===== config.mk =====
export PLATFORM = sky130hd
export DESIGN_NAME = text_packet_header_deframer_top
export DESIGN_NICKNAME = d
export VERILOG_FILES = /design/src/rtl/core/tphd_pkg.sv /design/src/rtl/core/text_packet_header_deframer_top.sv
export SDC_FILE = /design/constraint.sdc
export NUM_CORES = 1
export LEC_CHECK = 0
export BUFFER_PORTS_ARGS = -buffer_cell sky130_fd_sc_hd__buf_2
export CAP_MARGIN = 15
export CORE_ASPECT_RATIO = 1.75
export CORE_MARGIN = 2
export CORE_UTILIZATION = 55
export DETAILED_ROUTE_END_ITERATION = 8
export PLACE_DENSITY = 0.73
export SETUP_SLACK_MARGIN = 0.3
export SLEW_MARGIN = 10
export SYNTH_ARGS = -nofsm -noshare
export SYNTH_HDL_FRONTEND = slang
export SYNTH_SLANG_ARGS = --single-unit
export TNS_END_PERCENT = 30

===== constraint.sdc =====
create_clock -name clk -period 11.05 [get_ports clk]
set_input_delay 0.5525 -clock clk [delete_from_list [all_inputs] [get_ports clk]]
set_output_delay 0.5525 -clock clk [all_outputs]
set_load 0.05 [all_outputs]

===== src/rtl/core/tphd_pkg.sv =====
// Package with types, character codes and the decimal field scanner for the header deframer.
`timescale 1ns / 1ps
`default_nettype none

package tphd_pkg;

	localparam logic [7:0] CH_CR    = 8'h0D;
	localparam logic [7:0] CH_LF    = 8'h0A;
	localparam logic [7:0] CH_SP    = 8'h20;
	localparam logic [7:0] CH_TAB   = 8'h09;
	localparam logic [7:0] CH_PLUS  = 8'h2B;
	localparam logic [7:0] CH_MINUS = 8'h2D;
	localparam logic [7:0] CH_ZERO  = 8'h30;
	localparam logic [7:0] CH_NINE  = 8'h39;

	localparam logic [23:0] TERM_PREFIX = {CH_CR, CH_LF, CH_CR};

	typedef enum logic [1:0] {
		KIND_HEADER  = 2'd0,
		KIND_PAYLOAD = 2'd1,
		KIND_ERROR   = 2'd2
	} kind_t;

	typedef enum logic [1:0] {
		PH_HEADER  = 2'd0,
		PH_PAYLOAD = 2'd1,
		PH_DROP    = 2'd2
	} phase_t;

	typedef enum logic [1:0] {
		SC_SKIP   = 2'd0,
		SC_DIGITS = 2'd1,
		SC_DONE   = 2'd2
	} scan_phase_t;

	typedef struct packed {
		logic [31:0] val;
		logic        neg;
		scan_phase_t sp;
	} scan_t;

	function automatic logic is_ws(input logic [7:0] c);
		return (c == CH_SP) || ((c >= CH_TAB) && (c <= CH_CR));
	endfunction

	function automatic scan_t scan_byte(input logic [7:0] c, input scan_t cur);
		scan_t nxt;
		logic digit;
		logic [31:0] dval;
		nxt = cur;
		digit = (c >= CH_ZERO) && (c <= CH_NINE);
		dval = {24'd0, c - CH_ZERO};
		unique case (cur.sp)
			SC_SKIP: begin
				if (is_ws(c)) begin
					nxt = cur;
				end else if ((c == CH_PLUS) || (c == CH_MINUS)) begin
					nxt.neg = (c == CH_MINUS);
					nxt.sp = SC_DIGITS;
				end else if (digit) begin
					nxt.val = (cur.val << 3) + (cur.val << 1) + dval;
					nxt.sp = SC_DIGITS;
				end else begin
					nxt.sp = SC_DONE;
				end
			end
			SC_DIGITS: begin
				if (digit) begin
					nxt.val = (cur.val << 3) + (cur.val << 1) + dval;
				end else begin
					nxt.sp = SC_DONE;
				end
			end
			default: begin
				nxt = cur;
			end
		endcase
		return nxt;
	endfunction

endpackage

`default_nettype wire


===== src/rtl/core/text_packet_header_deframer_top.sv =====
// Top level of the text packet header deframer: input stage, parser state and result register.
//
// The input channel takes one packet byte per transaction with an end-of-packet mark.
// Header bytes are scanned for the CR LF CR LF terminator while the sequence number and
// the packet count are parsed as decimal text. When the terminator arrives one header
// transaction is issued, and each later byte of the packet is passed on as a payload
// transaction. A packet that ends inside its header, or a header without a space, gives
// one error transaction. Bytes beyond MAX_PACKET_BYTES in a packet are ignored.
// An accepted byte is held in the input register, then its result in the result register.
// Throughput is one byte per cycle unless out_ready stalls: a byte's parse is one scanner
// pass with its shift-and-add multiply by ten between the input and result registers.
// Reset clears the parser to the start of a packet and empties both registers.
// When the receiver holds out_ready low, the result register holds its transaction and
// one more byte waits in the input register; in_ready then falls until the result is taken.
`timescale 1ns / 1ps
`default_nettype none

module text_packet_header_deframer_top #(
	parameter int MAX_PACKET_BYTES = 1024
) (
	input  wire logic               clk,
	input  wire logic               arst_n,
	input  wire logic               in_valid,
	output logic                    in_ready,
	input  wire logic [7:0]         data_byte,
	input  wire logic               packet_end,
	output logic                    out_valid,
	input  wire logic               out_ready,
	output logic [1:0]              kind,
	output logic [7:0]              payload_byte,
	output logic signed [31:0]      sequence_number,
	output logic signed [31:0]      packet_count,
	output logic [10:0]             header_length,
	output logic                    is_final,
	output logic                    ends_packet
);

	localparam int PosW = $clog2(MAX_PACKET_BYTES + 1);
	localparam logic [PosW-1:0] PosMax = PosW'(MAX_PACKET_BYTES);

	logic                    valid_s1;
	logic [7:0]              data_s1;
	logic                    end_s1;
	logic                    advance;

	tphd_pkg::phase_t        phase_q, phase_d;
	logic [23:0]             tail_q, tail_d;
	logic [PosW-1:0]         pos_q, pos_d;
	logic                    space_q, space_d;
	logic                    cr_q, cr_d;
	tphd_pkg::scan_t         seq_q, seq_d;
	tphd_pkg::scan_t         cnt_q, cnt_d;

	logic                    in_limit;
	logic                    term;
	logic [31:0]             pos_ext;
	logic [31:0]             seq_out;
	logic [31:0]             cnt_out;
	logic                    res_valid;
	logic [1:0]              res_kind;
	logic [7:0]              res_payload;
	logic [31:0]             res_seq;
	logic [31:0]             res_cnt;
	logic [10:0]             res_hlen;
	logic                    res_final;

	logic                    out_valid_q;
	logic [1:0]              kind_q;
	logic [7:0]              payload_q;
	logic [31:0]             seq_res_q;
	logic [31:0]             cnt_res_q;
	logic [10:0]             hlen_q;
	logic                    final_q;
	logic                    end_q;

	assign advance  = valid_s1 && (!out_valid_q || out_ready);
	assign in_ready = !valid_s1 || advance;

	always_ff @(posedge clk or negedge arst_n) begin
		if (!arst_n) begin
			valid_s1 <= 1'b0;
		end else if (in_ready) begin
			valid_s1 <= in_valid;
		end
	end

	always_ff @(posedge clk) begin
		if (in_ready && in_valid) begin
			data_s1 <= data_byte;
			end_s1  <= packet_end;
		end
	end

	assign in_limit = pos_q < PosMax;
	assign term     = (tail_q == tphd_pkg::TERM_PREFIX) && (data_s1 == tphd_pkg::CH_LF);
	assign pos_ext  = 32'(pos_q) + 32'd1;

	always_comb begin
		phase_d     = phase_q;
		tail_d      = tail_q;
		pos_d       = pos_q;
		space_d     = space_q;
		cr_d        = cr_q;
		seq_d       = seq_q;
		cnt_d       = cnt_q;
		seq_out     = 32'd0;
		cnt_out     = 32'd0;
		res_valid   = 1'b0;
		res_kind    = tphd_pkg::KIND_HEADER;
		res_payload = 8'd0;
		res_seq     = 32'd0;
		res_cnt     = 32'd0;
		res_hlen    = 11'd0;
		res_final   = 1'b0;
		if (in_limit) begin
			pos_d = pos_q + PosW'(1);
		end
		unique case (phase_q)
			tphd_pkg::PH_HEADER: begin
				if (in_limit) begin
					if (!space_q) begin
						if (data_s1 == tphd_pkg::CH_SP) begin
							space_d = 1'b1;
						end else begin
							seq_d = tphd_pkg::scan_byte(data_s1, seq_q);
						end
					end else if (!cr_q && (data_s1 != tphd_pkg::CH_CR)) begin
						cnt_d = tphd_pkg::scan_byte(data_s1, cnt_q);
					end
					if (data_s1 == tphd_pkg::CH_CR) begin
						cr_d = 1'b1;
					end
					tail_d = {tail_q[15:0], data_s1};
					if (term) begin
						res_valid = 1'b1;
						if (space_d) begin
							seq_out   = seq_d.neg ? (32'd0 - seq_d.val) : seq_d.val;
							cnt_out   = cnt_d.neg ? (32'd0 - cnt_d.val) : cnt_d.val;
							res_kind  = tphd_pkg::KIND_HEADER;
							res_seq   = seq_out;
							res_cnt   = cnt_out;
							res_hlen  = pos_ext[10:0];
							res_final = $signed(seq_out) >= $signed(cnt_out);
							phase_d   = tphd_pkg::PH_PAYLOAD;
						end else begin
							res_kind = tphd_pkg::KIND_ERROR;
							phase_d  = tphd_pkg::PH_DROP;
						end
					end
				end
				if (!res_valid && end_s1) begin
					res_valid = 1'b1;
					res_kind  = tphd_pkg::KIND_ERROR;
				end
			end
			tphd_pkg::PH_PAYLOAD: begin
				if (in_limit) begin
					res_valid   = 1'b1;
					res_kind    = tphd_pkg::KIND_PAYLOAD;
					res_payload = data_s1;
				end
			end
			default: begin
				res_valid = 1'b0;
			end
		endcase
		if (end_s1) begin
			phase_d = tphd_pkg::PH_HEADER;
			tail_d  = 24'd0;
			pos_d   = '0;
			space_d = 1'b0;
			cr_d    = 1'b0;
			seq_d   = '{val: 32'd0, neg: 1'b0, sp: tphd_pkg::SC_SKIP};
			cnt_d   = '{val: 32'd0, neg: 1'b0, sp: tphd_pkg::SC_SKIP};
		end
	end

	always_ff @(posedge clk or negedge arst_n) begin
		if (!arst_n) begin
			phase_q <= tphd_pkg::PH_HEADER;
			tail_q  <= 24'd0;
			pos_q   <= '0;
			space_q <= 1'b0;
			cr_q    <= 1'b0;
			seq_q   <= '{val: 32'd0, neg: 1'b0, sp: tphd_pkg::SC_SKIP};
			cnt_q   <= '{val: 32'd0, neg: 1'b0, sp: tphd_pkg::SC_SKIP};
		end else if (advance) begin
			phase_q <= phase_d;
			tail_q  <= tail_d;
			pos_q   <= pos_d;
			space_q <= space_d;
			cr_q    <= cr_d;
			seq_q   <= seq_d;
			cnt_q   <= cnt_d;
		end
	end

	always_ff @(posedge clk or negedge arst_n) begin
		if (!arst_n) begin
			out_valid_q <= 1'b0;
		end else if (advance) begin
			out_valid_q <= res_valid;
		end else if (out_ready) begin
			out_valid_q <= 1'b0;
		end
	end

	always_ff @(posedge clk) begin
		if (advance && res_valid) begin
			kind_q    <= res_kind;
			payload_q <= res_payload;
			seq_res_q <= res_seq;
			cnt_res_q <= res_cnt;
			hlen_q    <= res_hlen;
			final_q   <= res_final;
			end_q     <= end_s1;
		end
	end

	assign out_valid       = out_valid_q;
	assign kind            = kind_q;
	assign payload_byte    = payload_q;
	assign sequence_number = seq_res_q;
	assign packet_count    = cnt_res_q;
	assign header_length   = hlen_q;
	assign is_final        = final_q;
	assign ends_packet     = end_q;

	a_ready_when_empty: assert property (@(posedge clk) disable iff (!arst_n)
		!valid_s1 |-> in_ready)
		else $error("Input stage is empty but in_ready is low.");

	a_restart_after_end: assert property (@(posedge clk) disable iff (!arst_n)
		advance && end_s1 |=> (phase_q == tphd_pkg::PH_HEADER) && (pos_q == '0) && !space_q)
		else $error("Parser did not return to the packet start after a final byte.");

	a_payload_fields_clear: assert property (@(posedge clk) disable iff (!arst_n)
		out_valid && (kind == tphd_pkg::KIND_PAYLOAD) |->
			(sequence_number == 32'sd0) && (packet_count == 32'sd0) && (header_length == 11'd0))
		else $error("Payload transaction carries header fields.");

	a_header_length_min: assert property (@(posedge clk) disable iff (!arst_n)
		out_valid && (kind == tphd_pkg::KIND_HEADER) |-> (header_length >= 11'd4))
		else $error("Header transaction shorter than its terminator.");

	a_no_payload_byte: assert property (@(posedge clk) disable iff (!arst_n)
		out_valid && (kind != tphd_pkg::KIND_PAYLOAD) |-> (payload_byte == 8'd0))
		else $error("Non-payload transaction carries a payload byte.");

endmodule

`default_nettype wire

Word level (Yosys, flattened, before mapping)
Cells that the tools add are included.

Bits in registers: 207. Input bits: 13. Logic and storage cells: 157.

Add/subtract/negate cells: 9. $lt $le $gt $ge: 6. Eq/ne operators: 16. Mux-type cells: 68. Reductions and logical operators: 36.

Operators by type and width (count): 35-bit 2-to-1 mux (16); 32-bit 2-to-1 mux (6); 32-bit case mux with 2 select lines (2); 24-bit 2-to-1 mux (3); 32-bit adder (2); 32-bit by 8-bit adder with 32-bit output (2); 1-bit by 32-bit subtractor with 32-bit output, first input constant (2); 32-bit greater-or-equal comparator (1); 24-bit by 20-bit == test with 1-bit output, second input constant (1); 8-bit by 6-bit == test with 1-bit output, second input constant (3); 2-bit 2-to-1 mux (12); 1-bit 2-to-1 mux (23); 11-bit by 1-bit adder with 11-bit output, second input constant (2); 11-bit 2-to-1 mux (2); 8-bit by 4-bit == test with 1-bit output, second input constant (2); 8-bit AND reduction (2); 2-bit nonzero test (7); 3-bit != test, second input constant (4); 2-bit case mux with 2 select lines (3); 4-bit AND reduction (3); 11-bit < comparator, second input constant (1); 8-bit by 4-bit greater-or-equal comparator with 1-bit output, second input constant (1); 8-bit by 6-bit greater-or-equal comparator with 1-bit output, second input constant (1); 8-bit by 4-bit <= comparator with 1-bit output, second input constant (1); other kinds (13) (33).

Depth between registers and ports, before layout
Gate-level depths: netlist of run 1.

Depth in word-level cells: 13. Depth in mapped cells: 30. Gate-level depth less buffers: 26.

Worst setup path after synthesis of run 1
No wires, ideal clock.

Path kind: flip-flop to flip-flop. From: reg data_s1[5]. To: reg final_q, in the netlist is_final, data pin. Arrival time: 5714 ps. Data required time: 10876 ps. Slack: 5162 ps. Stages on the path, launching flop included: 27. Buffers on the path: 0. Path through: edfxtp_1 > ha_1 > xnor2_1 > fa_1 > ha_1 > a21o_1 > a31oi_1 > a21boi_0 > o21a_1 > or3_1 > a31oi_2 > nand4_1 > nor3_1 > nor2_1 > xor2_1 > ha_1 > a21o_1 > a21o_1 > a21o_1 > a21o_1 > a21oi_1 > nor2b_1 > o21ai_0 > nand2b_1 > a211oi_1 > nor2_1 > a311oi_1.

Cells in the longest elaborated chain, start to end: 13. Elaborated cells on any way between the ends: 48.

RTL lines: start, declared (line text_packet_header_deframer_top.sv:42) `logic [7:0] data_s1;`; start signal, assigned (line text_packet_header_deframer_top.sv:89) `data_s1 <= data_byte;`; 8-bit by 6-bit subtractor with 8-bit output, or another cell as far along (line tphd_pkg.sv:52) `dval = {24'd0, c - CH_ZERO};`; 32-bit by 8-bit adder with 32-bit output or 1-bit logical AND (tied branches) (line tphd_pkg.sv:61, tphd_pkg.sv:69, tphd_pkg.sv:51); 32-bit 2-to-1 mux (line tphd_pkg.sv:60, tphd_pkg.sv:68); 32-bit 2-to-1 mux (line tphd_pkg.sv:57) `end else if ((c == CH_PLUS) || (c == CH_MINUS)) begin`; 35-bit 2-to-1 mux (line tphd_pkg.sv:55) `if (is_ws(c)) begin`; 32-bit case mux with 2 select lines (line tphd_pkg.sv:53) `unique case (cur.sp)`; 35-bit 2-to-1 mux, on equally long branches (line text_packet_header_deframer_top.sv:122, text_packet_header_deframer_top.sv:127); 35-bit 2-to-1 mux (line text_packet_header_deframer_top.sv:121) `if (!space_q) begin`; 35-bit 2-to-1 mux (line text_packet_header_deframer_top.sv:120) `if (in_limit) begin`; 35-bit 2-to-1 mux (line text_packet_header_deframer_top.sv:118) `unique case (phase_q)`; 1-bit by 32-bit subtractor with 32-bit output, on equally long branches (line text_packet_header_deframer_top.sv:137, text_packet_header_deframer_top.sv:138); 32-bit 2-to-1 mux, on equally long branches (line text_packet_header_deframer_top.sv:137, text_packet_header_deframer_top.sv:138); 32-bit greater-or-equal comparator (line text_packet_header_deframer_top.sv:143) `res_final = $signed(seq_out) >= $signed(cnt_out);`; end signal, assigned (line text_packet_header_deframer_top.sv:215) `final_q <= res_final;`; end, declared (line text_packet_header_deframer_top.sv:73) `logic final_q;`.

Parallel ways exist; a longest one is shown, timed or not. The select of a mux whose other input is x is not followed. A chain may end at the register's enable or synchronous reset.

Final worst setup path of run 1
Ends and elaborated chain as after synthesis.

==> flow_summary.ini, run 1 <==
[status]
status = finished, final reports clean

[worst_setup_path]
worstPathRequired_ns = 11.39
crit_path_start_kind = flop
endpoint_kind = flop
critPathKind = reg2reg
cp.arrival_ns = 7.35
ff2ff_setup_slack_ns = 4.05
critPathMaxFanout = 8

[clock_tree]
cts_resized = 0
clkTransAtPathRegs_ns = 0.07
clock_latency_ns = 0.53
clock_path_buffers = 3
clock-sinks = 207
cts-root-buf = clkbuf_16
cts_tree = built
hold_buffers = 0
h-tree-depth = 1
post-cts-setup-buffer-count = 0
numCtsBuffers = 21

[power]
ir_drop_uv = 132
power_mw = 2.13
leakagePower_nw = 7.57
p_per_area_nw_per_um2 = 122

[routing]
routedWlPerCell_um = 22.9
drt-total-wl_um = 49400
dr.pass1.iters = 5
ant_nets = 0
vias_per_cell = 6.52
num_vias = 14052
route.detailed.drc = 0
drtIter0Drc = 859

[yosys]
ys.flop_type = dfrtp_1
synthTopCellsByCount = 162 x nand2_1, 147 x ha_1, 124 x nor2_1, 122 x o21ai_0, 111 x dfrtp_1
synth_seq_area_share_pct = 35.5
synth_top_cell_by_area = edfxtp_1
synth_top_area_share_pct = 18.1
synthMostInstantiatedCell = nand2_1
synthesis.yosys.warnings = 0
synth_nets = 1869
ys_top_cells_by_area = edfxtp_1 18%, dfrtp_1 17%, ha_1 12%
async_reset_ff_share_pct = 53.6
synthDistinctLibCells = 99
synth_edf_count = 96
netlist_area_um2 = 15900
postSynthAreaPerCell_um2 = 9.39
syn-instance-count = 1697
synth-seq-cells = 207

[grt]
first_global_vias = 14175
grt_pass1_wl_um = 76600
grt.overflow.total = 0
grt_max_degree = 72
antenna_found_initial = 1
grt_use_total_pct = 32.0

[placement]
hpwlAfterDp_um = 36900
place_inst = 2115
post-place-ws_ns = 4.20
portBuffers = 101
routabilityCongestion = 0.981

[floorplanning]
die-area_um2 = 30400
die-width_um = 133
core-area_um2 = 28600
ios = 102
num_rows = 82
die_h_um = 229
initial_core_util_pct = 55.7

[cells_and_area]
drive_gt1_share_pct = 11.8
nNetsFinal = 1932
nFillCells = 2453
utilization_pct = 61.0
syn_to_final_growth_pct = 9.58
layout.cells.non_filler = 2154

[timing]
tightest_slew_ns = 1.03
skew_ns = 0.0156
setup_tns_ns = 0
setup-violations-final = 0
grt_setup_unrepaired = no
max_freq_ghz = 0.143
finalHoldViolations = 0
finalCritPeriodShare_pct = 63.4
drv_slew = 0
timing.final.ws_setup_ns = 4.05
fin_crit_ns = 7.00
max-slew-margin-rel_pct = 30.9

[worst_hold_path]
min_path_type = in2async

[run]
cap_violations = 0
==> worst max-delay path, cell delays in order, from the launching register on <==
cell	delay [ns]
edfxtp_1	0.46
ha_1	0.25
xnor2_1	0.42
fa_1	0.59
ha_1	0.37
nand2_1	0.10
o31ai_2	0.51
o21ai_2	0.27
a2111oi_0	0.73
nor4_1	0.12
o31ai_1	0.59
nor3_1	0.13
nand4_1	0.16
o21ai_0	0.11
xnor2_1	0.31
ha_1	0.31
a21o_1	0.18
a21oi_1	0.13
nor2b_1	0.05
o21ai_0	0.14
nand2b_1	0.07
a21oi_1	0.16
nor2_1	0.07
a211oi_1	0.28
nor2_1	0.07
a311oi_1	0.24
==> stage by stage <==
step	hold WS [ns]	area, um^2
2_1_floorplan	0.257	15900
6_report	0.00477	17500
4_1_cts	0.0264	17500
3_5_place_dp	0.492	16700
3_3_place_gp	0.475	16700
5_1_grt	0.0475	17500
==> path summary, 6_finish.rpt <==
path                                  from   endpoint  cells past startpoint
worst max-delay path            data_s1[5]   is_final                     25
max in group asynchronous           arst_n  seq_q[32]                      2
worst min-delay path                arst_n  cnt_q[11]                      1
min in group clk                packet_end     end_s1                      1
worst max register to register  data_s1[5]   is_final                     25
worst min register to register   cnt_q[34]  cnt_q[34]                      2
==> logic make-up (layout without fill, tap and decap cells) <==
| family | after synthesis | after routing | synth area share [%] |
|---|---|---|---|
| and+or+nand+nor | 551 | 551 | 18.3 |
| AOI/OAI and AO/OA | 502 | 502 | 21.3 |
| xor gates and xnor gates | 112 | 112 | 6.15 |
| adders and majority gates | 159 | 159 | 13.0 |
| DFF | 207 | 207 | 35.5 |
| other | 0 | 1 | 0 |
| buffers and inverters | 129 | 207 | 3.34 |
| muxes | 37 | 37 | 2.36 |
==> cells in the final DEF (no fill, tap or decap), types with 7 or more instances in the layout <==
| master | instances |
|---|---|
| a211oi_1 | 22 |
| a21o_1 | 34 |
| a21oi_1 | 100 |
| a22o_1 | 40 |
| a31oi_1 | 25 |
| and2_1 | 19 |
| and3_1 | 22 |
| and4_1 | 23 |
| buf_2 | 100 |
| buf_4 | 20 |
| clkbuf_16 | 21 |
| dfrtp_1 | 111 |
| edfxtp_1 | 96 |
| fa_1 | 12 |
| ha_1 | 147 |
| inv_1 | 47 |
| mux2i_1 | 32 |
| nand2_1 | 162 |
| nand2b_1 | 18 |
| nand3_1 | 20 |
| nand4_1 | 21 |
| nor2_1 | 123 |
| nor2b_1 | 30 |
| nor3_1 | 37 |
| nor4_1 | 10 |
| o21a_1 | 20 |
| o21ai_0 | 121 |
| o22ai_1 | 12 |
| o31a_1 | 7 |
| o31ai_1 | 19 |
| or2_2 | 7 |
| or3_1 | 13 |
| xnor2_1 | 61 |
| xor2_1 | 51 |
==> state kept, by name (all words and copies together), names as in the netlist <==
| name | cells |
|---|---|
| cnt_q | 35 |
| cr_q | 1 |
| data_s1 | 8 |
| end_s1 | 1 |
| ends_packet | 1 |
| header_length | 11 |
| is_final | 1 |
| kind | 2 |
| out_valid | 1 |
| packet_count | 32 |
| payload_byte | 8 |
| phase_q | 2 |
| pos_q | 11 |
| seq_q | 35 |
| sequence_number | 32 |
| space_q | 1 |
| tail_q | 24 |
| valid_s1 | 1 |
==> power by group <==
part / internal [mW] / total, mW / switching [mW]
logic: 0.149 / 0.486 / 0.337
clock network: 0.434 / 0.764 / 0.330
registers: 0.847 / 0.880 / 0.0334
total: 1.43 / 2.13 / 0.700
==> final cells by class <==
class / count / area (um^2) / share of cell area, %
clock inverter: 14 / 156 / 0.895
multi-input combinational: 1361 / 9780 / 56.0
antenna: 1 / 2.50 / 0.0143
sequential: 207 / 5660 / 32.4
timing repair buffer: 120 / 651 / 3.73
clock buffer: 24 / 557 / 3.19
tap: 378 / 473 / 2.71
inverter: 49 / 185 / 1.06
==> metal layers <==
layer  vias to the layer above  wire length [um]  global-route usage [%]
met2                       537             25700                    58.8
met4                         0              3640                    21.6
met1                      6829             17800                    34.2
li1                       6486                 -                       -
met5                         -                 0                       0
met3                       200              2360                    3.30
No activity file was read; power rests on OpenSTA's default activity.
==> run 2: changes to the inputs <==
--- a/config.mk
+++ b/config.mk
@@ -11,7 +11,7 @@
 export CORE_MARGIN = 2
 export CORE_UTILIZATION = 55
 export DETAILED_ROUTE_END_ITERATION = 8
-export PLACE_DENSITY = 0.73
+export PLACE_DENSITY = 0.76
 export SETUP_SLACK_MARGIN = 0.3
 export SLEW_MARGIN = 10
 export SYNTH_ARGS = -nofsm -noshare
==> constraint.sdc (replaced) <==
create_clock -name clk -period 6.4 [get_ports clk]
set_input_delay 0.32 -clock clk [delete_from_list [all_inputs] [get_ports clk]]
set_output_delay 0.32 -clock clk [all_outputs]
set_load 0.05 [all_outputs]
==> run 2 against run 1 <==
  * First-iteration DRC count rose by 25%
  * Final cell count is 3.2% higher
  * Via count rose by 1.9%
  * Non-clock buffer count grew 70
  * Fmax is 19% higher
  * Largest power group unchanged
  * Sequential power up 72%
  * Register-to-register slack got worse by 3.6 ns
  * Total power is 77% higher
  * Flip-flop and latch count unchanged
==> flow_summary.ini, run 2 (synthesized netlist as in run 1, its figures left out) <==
[grt]
first_global_vias = 14414
grt_max_degree = 72
grt_use_total_pct = 31.3
grt.overflow.total = 0
antenna_found_initial = 0
grt_pass1_wl_um = 75900

[timing]
max-slew-margin-rel_pct = 31.2
setup-violations-final = 0
tightest_slew_ns = 1.02
grt_setup_unrepaired = no
drv_slew = 0
skew_ns = 0.0148
finalCritPeriodShare_pct = 92.2
fin_crit_ns = 5.90
max_freq_ghz = 0.169
setup_tns_ns = 0
finalHoldViolations = 0

[floorplanning]
ios = 102
core-area_um2 = 28600
die-width_um = 133
initial_core_util_pct = 55.7
die-area_um2 = 30400
die_h_um = 229
num_rows = 82

[placement]
routabilityCongestion = 1.00
portBuffers = 101
place_area_um2 = 17200
hpwlAfterDp_um = 36200
place_inst = 2167

[worst_hold_path]
min_path_cells = 3
hold_end = out_valid
min-delay-start = out_ready
min_path_type = in2reg

[power]
power_mw = 3.77
leakagePower_nw = 7.95
p_per_area_nw_per_um2 = 204
ir_drop_uv = 173

[routing]
drtIter0Drc = 1077
route.detailed.drc = 0
ant_nets = 0
dr.pass1.iters = 5
routedWlPerCell_um = 21.7
vias_per_cell = 6.44
num_vias = 14324
drt-total-wl_um = 48300

[cells_and_area]
antenna-diode-count = 0
stdcell_area_um2 = 18400
final_common_cell = nand2_1
syn_to_final_growth_pct = 15.7
nNetsFinal = 2002
reg_top3 = cnt_q x35, seq_q x35
nFillCells = 2301
multi_input_area_um2 = 10200
layout.cells.non_filler = 2223
most-common-layout-cells = 159 x nand2_1, 140 x ha_1, 122 x nor2_1
ff_latch_area_um2 = 5660
drive_gt1_share_pct = 17.6

[worst_setup_path]
critPathKind = reg2reg
worstRegToRegCells = 28
endpoint_kind = flop
reg2reg_from = data_s1[5]
worstPathRequired_ns = 6.73
slowest_delay_ns = 0.48
r2r_end = is_final
crit_path_start_kind = flop
path_common_cell = a21o_1
ff2ff_setup_slack_ns = 0.50
slowest_stage = fa_1
cp.arrival_ns = 6.23
critPathMaxFanout = 5

[clock_tree]
clock-sinks = 207
h-tree-depth = 1
numCtsBuffers = 21
clkTransAtPathRegs_ns = 0.07
cts-root-buf = clkbuf_16
cts_tree = built
clock_latency_ns = 0.53
clock_path_buffers = 3

[status]
status = finished, final reports clean

[run]
cap_violations = 0
[run 2: critical path, delay by kind of cell (launching register included)]
kind | cells | cell delay [ns]
buf+inv | 3 | 0.52
simple gates | 5 | 0.51
flops | 1 | 0.46
fa+ha+maj | 4 | 1.34
compound gates | 13 | 2.27
xor+xnor | 3 | 0.57
[run 2: worst max path at each step]
stage | to | slack (ns) | startpoint | depth (start not counted)
3_3_place_gp | is_final | 0.23 | data_s1[5] | 25
2_1_floorplan | is_final | 0.51 | data_s1[5] | 26
5_1_grt | is_final | 0.22 | data_s1[5] | 26
3_5_place_dp | is_final | 0.21 | data_s1[5] | 25
4_1_cts | is_final | 0.32 | data_s1[5] | 27
6_report | is_final | 0.50 | data_s1[5] | 28
[run 2: layer usage]
| metal | track usage, % | routed length [um] | vias to the layer above | share of wire (%) |
|---|---|---|---|---|
| met1 | 35.0 | 17800 | 6949 | 37 |
| met2 | 55.8 | 24700 | 546 | 51 |
| met3 | 2.79 | 2150 | 209 | 4.4 |
| met5 | 0 | 0 | - | 0 |
| met4 | 21.7 | 3600 | 0 | 7.4 |
| li1 | - | - | 6620 | - |
[run 2: area by class of cell]
class	count	share of cell area [%]
clock buffer	23	2.89
clock inverter	15	0.997
inverter	49	1.00
multi-input combinational	1361	55.2
sequential	207	30.7
tap	378	2.56
timing repair buffer	190	6.62
[run 2: power breakdown]
group,internal (mW),switching (mW)
clock network,0.768,0.556
logic,0.314,0.618
registers,1.46,0.0502
total,2.54,1.22
[run 2: repair_timing]
action	4_1_cts	5_1_grt
gates resized for setup	11	68
hold endpoints to repair	63	0
hold buffers	11	0
pin swaps	2	31
setup endpoints to repair	1	1
buffers inserted	0	7
[run 2: per-stage QoR]
stage               hold WS [ns]  utilization, %  worst slack, ns
finish                    0.0737            64.4            0.496
global route              0.0964            64.4            0.220
CTS                       0.0589            63.0            0.315
detailed placement         0.424            59.9            0.215
global placement           0.435            59.9            0.228
floorplan                 0.0244               -            0.512
==> run 3: changes to the inputs <==
--- a/config.mk
+++ b/config.mk
@@ -7,11 +7,13 @@
 export LEC_CHECK = 0
 export BUFFER_PORTS_ARGS = -buffer_cell sky130_fd_sc_hd__buf_2
 export CAP_MARGIN = 15
-export CORE_ASPECT_RATIO = 1.75
+export CELL_PAD_IN_SITES_DETAIL_PLACEMENT = 0
+export CELL_PAD_IN_SITES_GLOBAL_PLACEMENT = 1
+export CORE_ASPECT_RATIO = 1.1
 export CORE_MARGIN = 2
-export CORE_UTILIZATION = 55
+export CORE_UTILIZATION = 44
 export DETAILED_ROUTE_END_ITERATION = 8
-export PLACE_DENSITY = 0.76
+export PLACE_DENSITY = 0.78
 export SETUP_SLACK_MARGIN = 0.3
 export SLEW_MARGIN = 10
 export SYNTH_ARGS = -nofsm -noshare
==> run 3 against run 2 <==
  * Worst setup slack improved by 0.022 ns
  * Critical path depth fell by 6
  * Clock power is 8% higher
  * First-iteration DRC count grew 0.37%
  * Via count is 1.9% lower
  * Critical endpoint unchanged
  * Largest cell class unchanged
  * Highest routed layer unchanged
==> flow_summary.ini, run 3 (synthesized netlist as in run 1, its figures left out) <==
[power]
ir_drop_uv = 169
p_switching_mw = 1.28
leakagePower_nw = 8.02
p_per_area_nw_per_um2 = 207
p_seq_share_pct = 39.2
pwr-share-comb_pct = 24.3
swShare_pct = 33.1
clock_power_share_pct = 36.5
cell_internal_pwr_mw = 2.60

[timing]
skew_ns = 0.0108
finalCritPeriodShare_pct = 91.9
hold_slack_ns = 0.0537
tightest_slew_ns = 1.14
setup-violations-final = 0
timing.final.ws_setup_ns = 0.518
max-slew-margin-rel_pct = 23.2
finalHoldViolations = 0
drv_slew = 0
grt_setup_unrepaired = no
max_freq_ghz = 0.170
fin_crit_ns = 5.88

[routing]
routedWlPerCell_um = 21.3
vias_per_cell = 6.00
ant_nets = 0
dr.pass1.iters = 5
drtIter0Drc = 1081
route.detailed.drc = 0
drt-total-wl_um = 50000
num_vias = 14053

[worst_setup_path]
worstPathRequired_ns = 6.66
startpoint = data_s1[4]
cpLargestDelayFamily = compound AO/OA/AOI/OAI gates
slowest_stage = a21oi_1
crit_path_start_kind = flop
endpoint_kind = flop
path_common_cell = o21a_1
reg2reg_from = data_s1[4]
critPathBufInv = 3
ff2ff_setup_slack_ns = 0.52
slowest_delay_ns = 0.62
path_cells = inv_1 -> buf_4 -> ha_1 -> nor4b_4 -> a21oi_1 -> nand2b_1 -> o41ai_1 -> o21ai_1 -> buf_4 -> o21ai_0 -> ha_1 -> nor2b_1 -> o21a_1 -> o21a_1 -> o21a_1 -> o21ai_0 -> nand2_1 -> a21o_1 -> a21oi_1 -> o31ai_1 -> nand3_1 -> a311oi_1
critPathKind = reg2reg
critPathMaxFanout = 7
cp.arrival_ns = 6.14

[run]
cap_violations = 0

[grt]
grt_max_degree = 63
grt.overflow.total = 0
grt_use_total_pct = 26.2
antenna_found_initial = 0
first_global_vias = 13792
grt_pass1_wl_um = 77300

[clock_tree]
h-tree-depth = 1
clock_path_buffers = 3
clock-sinks = 207
cts-root-buf = clkbuf_16
numCtsBuffers = 25
clock_latency_ns = 0.55
cts_tree = built
clkTransAtPathRegs_ns = 0.06

[placement]
portBuffers = 101
post-place-ws_ns = -0.0445
hpwlAfterDp_um = 37300
place_inst = 2268
routabilityCongestion = 0.926
place_area_um2 = 17200

[floorplanning]
ios = 102
die-width_um = 185
die-area_um2 = 37800
num_rows = 73
initial_core_util_pct = 44.4
core-area_um2 = 35900
die_h_um = 204

[cells_and_area]
nNetsFinal = 2010
drive_gt1_share_pct = 18.4
utilization_pct = 52.3
syn_to_final_growth_pct = 17.8
layout.cells.non_filler = 2343
antenna-diode-count = 0
most-common-layout-cells = 158 x nand2_1, 138 x ha_1, 123 x nor2_1
reg_top3 = cnt_q x35, seq_q x35
final_common_cell = nand2_1
stdcell_area_um2 = 18800
nFillCells = 3267

[status]
status = finished, final reports clean

[worst_hold_path]
min_path_type = in2reg
min-delay-start = in_valid
[run 3: through the flow]
step / power (mW) / setup TNS, ns
final: 3.88 / 0
after global routing: 4.03 / 0
after CTS: 3.83 / 0
after detailed placement: 2.38 / -0.0445
after global placement: 2.37 / 0
after floorplan: 2.11 / 0
[run 3: worst reg2reg max path: stages, from the launching register on]
cell and delay [ns]:
edfxtp_1 0.44, inv_1 0.12, buf_4 0.19, ha_1 0.25, nor4b_4 0.17, a21oi_1 0.62
nand2b_1 0.39, o41ai_1 0.49, o21ai_1 0.30, buf_4 0.25, o21ai_0 0.40, ha_1 0.32
nor2b_1 0.14, o21a_1 0.16, o21a_1 0.16, o21a_1 0.16, o21ai_0 0.16, nand2_1 0.07
a21o_1 0.18, a21oi_1 0.26, o31ai_1 0.16, nand3_1 0.12, a311oi_1 0.09
[run 3: area by class of cell]
type,count,area (um^2),share of cell area [%]
timing repair buffer,194,1230,6.56
clock inverter,12,106,0.567
clock buffer,33,697,3.71
sequential,207,5660,30.2
multi-input combinational,1361,10300,54.8
inverter,49,185,0.987
tap,487,609,3.25
[run 3: path summary, 6_finish.rpt]
path                               to  cells past startpoint
hold / removal               valid_s1                      2
setup / recovery             is_final                     22
hold reg to reg            tail_q[16]                      1
max in group asynchronous  tail_q[21]                      3
setup reg to reg             is_final                     22
min in group asynchronous    cnt_q[4]                      2
[run 3: routing by layer]
metal	share of wire, %	vias up	global-route usage [%]
met5	0	-	0
met4	2.7	0	8.19
met3	4.4	78	2.73
met2	49	407	43.7
met1	44	6929	35.7
li1	-	6639	-
[run 3: power groups by stage]
stage | combinational, mW | clock [mW] | sequential (mW)
floorplan | 0.469 | 0 | 1.65
global placement | 0.830 | 0 | 1.54
detailed placement | 0.832 | 0 | 1.54
CTS | 0.863 | 1.44 | 1.52
global route | 1.01 | 1.50 | 1.53
finish | 0.943 | 1.42 | 1.52
[run 3: repair_timing]
item	in CTS	in global routing
resized for setup	20	71
cloned	0	0
hold buffers	10	0
pin swaps	3	39
setup endpoints to repair	1	1
endpoints found under the hold margin	58	0
buffers inserted	4	16
